[config.mk]
export PLATFORM = sky130hd
export DESIGN_NAME = rdcw_queue
export DESIGN_NICKNAME = d
export VERILOG_FILES = /design/src/hdl/rdcw_pkg.sv /design/src/hdl/rdcw_queue.sv
export SDC_FILE = /design/constraint.sdc
export NUM_CORES = 1
export LEC_CHECK = 0
export ABC_AREA = 0
export ABC_CLOCK_PERIOD_IN_PS = 5500
export CORE_ASPECT_RATIO = 0.9
export CORE_MARGIN = 2
export CORE_UTILIZATION = 62
export DETAILED_ROUTE_END_ITERATION = 7
export DONT_BUFFER_PORTS = 1
export PLACE_DENSITY = 0.78
export SKIP_LAST_GASP = 1
export SLEW_MARGIN = 5
export SYNTH_ARGS = -nofsm -noshare
export SYNTH_HDL_FRONTEND = slang
export SYNTH_SLANG_ARGS = --single-unit
[constraint.sdc]
create_clock -name i_clk -period 5.5 [get_ports i_clk]
set_clock_uncertainty 0.1 [all_clocks]
set_input_delay 1.1 -clock i_clk [delete_from_list [all_inputs] [get_ports i_clk]]
set_output_delay 1.1 -clock i_clk [all_outputs]
set_load 0.02 [all_outputs]
[src/hdl/rdcw_pkg.sv]
// ----------------------------------------------------------------------------
// rdcw_pkg
// shared types and codes for the range distinct-count window unit
// ----------------------------------------------------------------------------
package rdcw_pkg;

    localparam int FIELD_W = 10;
    localparam int COUNT_W = 11;
    localparam int TAG_W   = 16;

    localparam logic [1:0] CMD_LOAD  = 2'd0;
    localparam logic [1:0] CMD_QUERY = 2'd1;
    localparam logic [1:0] CMD_CLEAR = 2'd2;

    localparam logic STATUS_OK      = 1'b0;
    localparam logic STATUS_REFUSED = 1'b1;

    typedef struct packed {
        logic [1:0]         command;
        logic [FIELD_W-1:0] position;
        logic [FIELD_W-1:0] element_value;
        logic [FIELD_W-1:0] left_end;
        logic [FIELD_W-1:0] right_end;
        logic [TAG_W-1:0]   query_tag;
    } t_in_item;

    typedef struct packed {
        logic [COUNT_W-1:0] distinct_count;
        logic [TAG_W-1:0]   answer_tag;
        logic               status;
    } t_out_item;

    typedef enum logic [1:0] {
        OP_LOAD,
        OP_QUERY,
        OP_CLEAR,
        OP_REFUSE
    } t_op;

    typedef struct packed {
        t_op                op;
        logic [FIELD_W-1:0] position;
        logic [FIELD_W-1:0] element_value;
        logic [FIELD_W-1:0] left_end;
        logic [FIELD_W-1:0] right_end;
        logic [TAG_W-1:0]   tag;
    } t_job;

    typedef enum logic [2:0] {
        ST_INIT,
        ST_IDLE,
        ST_PLAN,
        ST_ARRAY,
        ST_COUNT,
        ST_REPLY
    } t_back_state;

    typedef enum logic [1:0] {
        STEP_ADD_LEFT,
        STEP_ADD_RIGHT,
        STEP_DROP_LEFT,
        STEP_DROP_RIGHT
    } t_step;

endpackage

[src/hdl/rdcw_queue.sv]
// ----------------------------------------------------------------------------
// rdcw_queue
// two-entry job queue between the front and back sections
// ----------------------------------------------------------------------------
module rdcw_queue (
    input  logic           i_clk,
    input  logic           i_rst_n,
    input  logic           i_push,
    input  rdcw_pkg::t_job i_job,
    output logic           o_full,
    input  logic           i_pop,
    output logic           o_nonempty,
    output rdcw_pkg::t_job o_job
);

    localparam int DEPTH = 2;
    localparam int PTR_W = $clog2(DEPTH);

    rdcw_pkg::t_job   r_slot [DEPTH];
    logic [PTR_W-1:0] r_wr_ptr;
    logic [PTR_W-1:0] r_rd_ptr;
    logic [PTR_W:0]   r_fill;
    logic [PTR_W:0]   n_fill;

    assign o_full     = (r_fill == (PTR_W+1)'(DEPTH));
    assign o_nonempty = (r_fill != '0);
    assign o_job      = r_slot[r_rd_ptr];
    assign n_fill     = r_fill + (PTR_W+1)'(i_push) - (PTR_W+1)'(i_pop);

    always_ff @(posedge i_clk) begin
        if (!i_rst_n) begin
            r_wr_ptr <= '0;
            r_rd_ptr <= '0;
            r_fill   <= '0;
        end else begin
            r_fill <= n_fill;
            if (i_push) begin
                r_wr_ptr <= r_wr_ptr + PTR_W'(1);
            end
            if (i_pop) begin
                r_rd_ptr <= r_rd_ptr + PTR_W'(1);
            end
        end
    end

    always_ff @(posedge i_clk) begin
        if (i_push) begin
            r_slot[r_wr_ptr] <= i_job;
        end
    end

endmodule

==> results.json <==
{
  "grt_pass1_wl_um": 10300,
  "fmax_ghz": 0.313,
  "finalCriticalPeriod_ps": 3190,
  "antenna_found_initial": 0,
  "grt.overflow.total": 0,
  "drt-total-wl_um": 6840,
  "vias": 1816,
  "power_density_nw_per_um2": 430,
  "synth_nets": 265,
  "die_y_um": 84.7,
  "wl_per_cell_um": 21.4,
  "clock_latency_ps": 480,
  "r2r_slack_ps": 3540,
  "antenna_left": 0,
  "hpwl_um": 4710,
  "nNetsFinal": 281,
  "die_x_um": 93.7,
  "place.gp.congestion": 0.634,
  "cts_tree": "yes",
  "ir_worst_vdd_uv": 254,
  "synthTopCellsByArea": "edfxtp_1, mux2_2, mux2_4, dfxtp_1, buf_6",
  "yosys.area.top_type": "edfxtp_1",
  "crit_slowest_cell": "buf_4",
  "cts_max_level": 4,
  "grt_max_degree": 56,
  "ios": 122,
  "drive_gt1_frac": 0.374,
  "cpPeakStageDelay_ps": 620,
  "diodes": 0,
  "final_hold_viol_count": 0,
  "worstSetupEndpointType": "output port",
  "status": "finished, final reports clean",
  "root_buffer": "clkbuf_8",
  "timing.slew.headroom": 0.457,
  "maxCapViolations": 0,
  "nFillCells": 435,
  "yosys_warnings": 0,
  "setup_viol": 0,
  "cts.repair.resized": 0,
  "yosysSeqAreaShare": 0.798,
  "drtIter0Drc": 97,
  "dieArea_sq_um": 7940,
  "cp.required_ps": 4300,
  "syn_to_final_growth_pct": 13.1,
  "final_common_cell": "edfxtp_1",
  "syn_area_sq_um": 4490,
  "clock_path_buffers": 2,
  "rsz0062_at_grt": "no",
  "yosysTopAreaCellShare": 0.776,
  "io_buffers": 0,
  "slew_violations": 0,
  "path_max_fanout": 55,
  "crit_type": "reg2out",
  "yosysUniqueCellTypes": 14,
  "crit_path_cell_trace": "buf_4 > mux2_2",
  "avgSynthCellArea_sq_um": 22.3,
  "start_util": 0.638,
  "cp.arrival_ps": 1990,
  "ys_seq_elements": 121,
  "rows": 29,
  "syn_inst": 201,
  "tightest_slew_ps": 813,
  "p_leak_uw": 0.00175,
  "post-cts-setup-buffer-count": 0,
  "cts_sinks": 121,
  "drc": 0,
  "cts_buffers": 17,
  "vias_per_cell": 5.68,
  "postCtsHoldBufs": 0,
  "setup-tns-final_ps": 0,
  "path_clk_slew_ps": 50,
  "grt_pass1_vias": 1918,
  "detail_route.first_pass.iterations": 4,
  "holdWs_ps": 494,
  "hp-class": "reg2reg",
  "grt_usage": 0.183,
  "placeableCoreArea_sq_um": 7040,
  "fin_crit_sh": 0.581,
  "mostFrequentLayoutCells": "edfxtp_1, mux2_2, mux2_4",
  "start_kind": "register"
}
==> per-layer routing <==
layer,track usage,routed length [um]
met5,0,0
met1,0.191,2390
met4,0.0711,57
met2,0.296,3540
met3,0.116,853
==> per-stage QoR <==
step / area, sq um / total power (uW) / setup WS, ps / cells / util
2_1_floorplan: 4490 / 1280 / 1230 / 201 / -
3_3_place_gp: 4590 / 1290 / 2850 / 291 / 0.652
3_5_place_dp: 4590 / 1300 / 2710 / 291 / 0.652
4_1_cts: 5080 / 2200 / 2260 / 320 / 0.721
5_1_grt: 5080 / 2260 / 2200 / 320 / 0.721
6_report: 5080 / 2180 / 2310 / 320 / 0.721
==> state kept, by name, indices dropped and copies added (netlist names), named ones only <==
register and flops:
r_fill 2, r_slot 116, r_wr_ptr 1, r_rd_ptr 1
==> critical path: cells and delay by family, from the launching register on <==
family	cells	cell delay [ps]
buffers and inverters	1	620
flip-flops	1	360
multiplexers	1	480
==> cells by family (layout without fill, tap and decap cells) <==
group	Yosys count	in the layout	share of synthesized area
simple gates	9	9	0.0125
mux	58	58	0.162
flops	121	121	0.798
xor+xnor	2	2	0.00697
fa+ha+maj	2	2	0.00557
compound gates	1	1	0.00167
buf+inv	8	34	0.0125
==> synth_stat cells <==
master and n:
and2_1 4, buf_2 3, buf_6 3, dfxtp_1 5, edfxtp_1 116, ha_1 2
inv_1 2, mux2_2 38, mux2_4 20, nor2b_1 4, o21a_1 1, or2_2 1
xnor3_1 1, xor2_1 1
==> final cells by class <==
class / instances / area (sq um) / share of cell area
sequential: 121 / 3580 / 0.706
tap: 93 / 116 / 0.0229
timing repair buffer: 3 / 22.5 / 0.00444
multi-input combinational: 72 / 857 / 0.169
inverter: 2 / 7.51 / 0.00148
clock buffer: 22 / 433 / 0.0853
clock inverter: 7 / 55.1 / 0.0108
==> report_power, final <==
| part | switching, uW | internal [uW] |
|---|---|---|
| Clock | 322 | 580 |
| Combinational | 124 | 72.8 |
| Sequential | 15.1 | 1070 |
==> worst paths after layout <==
path / cells after the start / to / from
max: 2 / o_job[49] / register
min: 2 / r_rd_ptr$_SDFFE_PN0P_ / r_rd_ptr$_SDFFE_PN0P_
max reg2reg: 2 / r_slot[0][39]$_DFFE_PP_ / r_wr_ptr$_SDFFE_PN0P_
min reg2reg: 2 / r_rd_ptr$_SDFFE_PN0P_ / r_rd_ptr$_SDFFE_PN0P_
No activity file was read; power rests on OpenSTA's default activity.
