`config.mk`:
```
export PLATFORM = sky130hd
export DESIGN_NAME = rdcw_front
export DESIGN_NICKNAME = d
export VERILOG_FILES = /design/src/hdl/rdcw_pkg.sv /design/src/hdl/rdcw_front.sv
export SDC_FILE = /design/constraint.sdc
export NUM_CORES = 1
export LEC_CHECK = 0
export BUFFER_PORTS_ARGS = -buffer_cell sky130_fd_sc_hd__buf_2
export CORE_ASPECT_RATIO = 0.75
export CORE_MARGIN = 2
export CORE_UTILIZATION = 25
export CTS_CLUSTER_DIAMETER = 200
export DETAILED_ROUTE_END_ITERATION = 8
export PLACE_DENSITY = 0.7
export SLEW_MARGIN = 15
export SYNTH_ARGS = -nofsm -noshare
export SYNTH_HDL_FRONTEND = slang
export SYNTH_SLANG_ARGS = --single-unit
```
`constraint.sdc`:
```
create_clock -name i_clk -period 5.8 [get_ports i_clk]
set_clock_uncertainty 0.15 [all_clocks]
set_input_delay 0.29 -clock i_clk [delete_from_list [all_inputs] [get_ports i_clk]]
set_output_delay 0.29 -clock i_clk [all_outputs]
set_load 0.005 [all_outputs]
```
`src/hdl/rdcw_pkg.sv`:
```
// ----------------------------------------------------------------------------
// rdcw_pkg
// shared types and codes for the range distinct-count window unit
// ----------------------------------------------------------------------------
package rdcw_pkg;

    localparam int FIELD_W = 10;
    localparam int COUNT_W = 11;
    localparam int TAG_W   = 16;

    localparam logic [1:0] CMD_LOAD  = 2'd0;
    localparam logic [1:0] CMD_QUERY = 2'd1;
    localparam logic [1:0] CMD_CLEAR = 2'd2;

    localparam logic STATUS_OK      = 1'b0;
    localparam logic STATUS_REFUSED = 1'b1;

    typedef struct packed {
        logic [1:0]         command;
        logic [FIELD_W-1:0] position;
        logic [FIELD_W-1:0] element_value;
        logic [FIELD_W-1:0] left_end;
        logic [FIELD_W-1:0] right_end;
        logic [TAG_W-1:0]   query_tag;
    } t_in_item;

    typedef struct packed {
        logic [COUNT_W-1:0] distinct_count;
        logic [TAG_W-1:0]   answer_tag;
        logic               status;
    } t_out_item;

    typedef enum logic [1:0] {
        OP_LOAD,
        OP_QUERY,
        OP_CLEAR,
        OP_REFUSE
    } t_op;

    typedef struct packed {
        t_op                op;
        logic [FIELD_W-1:0] position;
        logic [FIELD_W-1:0] element_value;
        logic [FIELD_W-1:0] left_end;
        logic [FIELD_W-1:0] right_end;
        logic [TAG_W-1:0]   tag;
    } t_job;

    typedef enum logic [2:0] {
        ST_INIT,
        ST_IDLE,
        ST_PLAN,
        ST_ARRAY,
        ST_COUNT,
        ST_REPLY
    } t_back_state;

    typedef enum logic [1:0] {
        STEP_ADD_LEFT,
        STEP_ADD_RIGHT,
        STEP_DROP_LEFT,
        STEP_DROP_RIGHT
    } t_step;

endpackage

```
`src/hdl/rdcw_front.sv`:
```
// ----------------------------------------------------------------------------
// rdcw_front
// request intake, length register and command classification
// ----------------------------------------------------------------------------
module rdcw_front #(
    parameter int ARRAY_DEPTH = 1024,
    parameter int VALUE_COUNT = 1024
) (
    input  logic                           i_clk,
    input  logic                           i_rst_n,
    input  logic                           i_in_valid,
    output logic                           o_in_stall,
    input  rdcw_pkg::t_in_item             i_in_item,
    input  logic                           i_cfg_valid,
    output logic                           o_cfg_ready,
    input  logic [rdcw_pkg::COUNT_W-1:0]   i_cfg_data,
    input  logic                           i_queue_full,
    input  logic                           i_busy,
    output logic                           o_push,
    output rdcw_pkg::t_job                 o_job
);

    localparam logic [rdcw_pkg::COUNT_W-1:0] LENGTH_RESET = 11'd1024;

    logic [rdcw_pkg::COUNT_W-1:0] r_used_length;
    logic                         w_load_ok;
    logic                         w_query_ok;
    rdcw_pkg::t_op                w_op;

    assign o_cfg_ready = 1'b1;
    assign o_in_stall  = i_queue_full || i_busy;
    assign o_push      = i_in_valid && !o_in_stall;

    always_ff @(posedge i_clk) begin
        if (!i_rst_n) begin
            r_used_length <= LENGTH_RESET;
        end else if (i_cfg_valid && o_cfg_ready) begin
            r_used_length <= i_cfg_data;
        end
    end

    assign w_load_ok = (32'(i_in_item.position) < ARRAY_DEPTH)
                    && (32'(i_in_item.element_value) < VALUE_COUNT);

    assign w_query_ok = ({1'b0, i_in_item.left_end} <= ({1'b0, i_in_item.right_end} + 11'd1))
                     && ({1'b0, i_in_item.right_end} < r_used_length)
                     && (32'(i_in_item.right_end) < ARRAY_DEPTH);

    always_comb begin
        unique case (i_in_item.command)
            rdcw_pkg::CMD_LOAD:  w_op = w_load_ok ? rdcw_pkg::OP_LOAD : rdcw_pkg::OP_REFUSE;
            rdcw_pkg::CMD_QUERY: w_op = w_query_ok ? rdcw_pkg::OP_QUERY : rdcw_pkg::OP_REFUSE;
            rdcw_pkg::CMD_CLEAR: w_op = rdcw_pkg::OP_CLEAR;
            default:             w_op = rdcw_pkg::OP_REFUSE;
        endcase
    end

    always_comb begin
        o_job.op            = w_op;
        o_job.position      = i_in_item.position;
        o_job.element_value = i_in_item.element_value;
        o_job.left_end      = i_in_item.left_end;
        o_job.right_end     = i_in_item.right_end;
        o_job.tag           = i_in_item.query_tag;
    end

endmodule

```
==> summary.md <==
| Metric | Value |
|---|---|
| Status | `complete, no violations` |
| DRT iter0 DRCs | `49` |
| Port bufs | `62` |
| Die X-Extent | `92.8 um` |
| Crit path kind | `primary input to primary output` |
| Sequential share of power | `0.345` |
| Achievable Freq | `355 MHz` |
| Leading area contributor after synthesis | `buf_4` |
| Int Power | `169 uW` |
| Worst-Skew Late Latency | `240 ps` |
| Clock transition at the registers of the reported paths | `50 ps` |
| DR pass1 iterations | `4` |
| CP Cell Sequence | `buf_2, ha_1, and3_1, nand3_2, xor2_1, ha_1, nand4_1, or3_1, o221a_2, o21ai_2, a31oi_1, buf_2` |
| Switching share of power | `0.297` |
| Setup TNS | `0 ps` |
| Most flop-heavy register | `r_used_length` |
| Max FFs per register | `11` |
| Syn-to-layout area delta | `0.847%` |
| CP max stage delay | `400 ps` |
| Max Slew Vio Count | `0` |
| Cts repair resizes | `0` |
| CORE AREA | `5770 um^2` |
| Ratio of final minimum period to clock period | `0.486` |
| Final setup violation count | `0` |
| Hold Crit Class | `primary input to flop` |
| Final ANT Viol Nets | `0` |
| Largest registers | `r_used_length x11` |
| Fin nets | `286` |
| Max cap viols | `0` |
| Routed vias | `1088` |
| Slowest CP cell | `or3_1` |
| Syn Inst Count | `184` |
| Most used DFF post-synth | `dfxtp_1` |
| Chip height | `70.6 um` |
| Vias in the first global route | `1050` |
| #FFs+latches synth | `11` |
| Required time of the critical path | `5360 ps` |
| Register area share after synthesis | `0.149` |
| WL final | `3040 um` |
| Largest net degree at the start of global routing | `12` |
| Crit path max-delay family | `simple AND/OR/NAND/NOR gates` |
| Setup bufs post-CTS | `0` |
| Post-synth EDFFs | `0` |
| Most numerous cell in the Yosys netlist | `buf_4` |
| DP Wirelength | `2670 um` |
| Drt wl/cell | `11.4 um` |
| Count of buffer and inverter cells on the critical path | `2` |
| Netlist cell types | `29` |
| Clock network fraction of design power | `0.318` |
| Initial antenna violation count | `0` |
| Cell Area, Synth | `1480 um^2` |
| Num CTS Buffers | `3` |
| Largest cells by area after synthesis | `buf_4, ha_1, dfxtp_1` |
| Clock Path Buffers | `2` |
| RSZ-0062 raised after global routing | `false` |
| Layout cells sized above 1 | `0.363` |
| FP Rows | `24` |
| Maximum fanout along the worst path | `5` |
| Power per cell area | `161 nW/um^2` |
| Antenna cell count | `0` |
| Post-Syn Area per Cell | `8.03 um^2` |
| Yosys warns | `0` |
| Die area | `6550 um^2` |
| Yosys top cell area share | `0.290` |
| Final Power | `241 uW` |
| P_sw | `71.4 uW` |
| Final Wtd Congestion | `0.733` |
| Final worst path period need | `2820 ps` |
| Critical Path AT | `2380 ps` |
| First-pass GRT wire length | `4710 um` |
| # DRC | `0` |
| Initial Utilization | `0.256` |
| Clock H-tree levels | `1` |
| Syn_nets | `279` |
| TritonCTS clock tree | `yes` |
| Hold-fix buffers, CTS | `0` |
| Post-synth top cells | `buf_4, ha_1, inv_1` |
| Clock Tree Root | `clkbuf_8` |
| Fin util | `0.258` |
| Combinational power share | `0.337` |
| Post-synth ARST share | `0` |
| Total track usage | `0.0926` |
| # IOs | `136` |
| Num Clock Sinks | `11` |
| GRT overflow | `0` |
| Vias per cell | `4.06` |
| Worst VDD drop | `113 uV` |
| Worst setup SP type | `primary input` |
| Hold Vio Cnt, Final | `0` |
| Setup crit end kind | `primary output` |
| Number of fill cells | `675` |
| Pleak | `0.744 nW` |
## layout by cell type (no fill, tap or decap), drive strengths merged, types with 2 or more instances in the layout
cell / instances
and3: 2
o21ai: 5
inv: 16
a21oi: 9
nand3: 5
xor2: 4
clkbuf: 4
nor2: 6
dfxtp: 11
nor2b: 11
ha: 20
nand2: 7
nand4: 3
buf: 62
xnor2: 4
mux2i: 11
## cell families after synthesis
family / share of synthesized area
multiplexers: 0.0745
buffers and inverters: 0.339
other: 0.00254
XOR/XNOR: 0.0474
flip-flops: 0.149
adder cells (fa/ha/maj): 0.169
AO/OA/AOI/OAI: 0.0779
AND/OR/NAND/NOR: 0.141
## final cells by class
class	count	area, um^2	area share
sequential	11	220	0.148
inverter	16	60.1	0.0403
clock buffer	4	45.0	0.0302
tap	78	97.6	0.0655
timing repair buffer	62	310	0.208
multi-input combinational	97	757	0.508
## path summary, 6_finish.rpt
| kind | cells after the start | startpoint | endpoint | slack [ps] |
|---|---|---|---|---|
| min reg2reg | 2 | r_used_length[2] | r_used_length[2] | 360 |
| max | 12 | i_in_item[16] | o_job[57] | 2980 |
| max reg2reg | 2 | r_used_length[10] | r_used_length[10] | 5020 |
| min | 3 | i_cfg_data[10] | r_used_length[10] | 120 |
## power by group through the flow
| stage | Clock [mW] | Combinational (mW) | Sequential, mW |
|---|---|---|---|
| detailed placement | 0 | 0.0829 | 0.0844 |
| floorplan | 0 | 0.0752 | 0.0834 |
| global route | 0.0829 | 0.0928 | 0.0833 |
| CTS | 0.0789 | 0.0831 | 0.0829 |
| finish | 0.0765 | 0.0812 | 0.0829 |
| global placement | 0 | 0.0784 | 0.0844 |
## per-layer routing
| metal | global-route usage | share of wire | vias up |
|---|---|---|---|
| met5 | 0 | 0 | - |
| met4 | 0.0572 | 0.022 | 0 |
| met3 | 0.0224 | 0.064 | 7 |
| met2 | 0.148 | 0.46 | 49 |
| met1 | 0.113 | 0.46 | 472 |
| li1 | - | - | 560 |
## worst reg2reg max path, stage by stage, from the launching register on
cell     delay (ps)
dfxtp_1         320
mux2i_1         130
nand2_1          60
## stage by stage
| step | area [um^2] | hold slack, ps | worst slack [ps] | instances |
|---|---|---|---|---|
| global placement | 1450 | 348 | 3100 | 264 |
| global route | 1490 | 137 | 2810 | 268 |
| CTS | 1490 | 117 | 2970 | 268 |
| floorplan | 1480 | 268 | 3450 | 184 |
| detailed placement | 1450 | 356 | 2970 | 264 |
| finish | 1490 | 123 | 2980 | 268 |
Power figures use the tool's default switching activity.
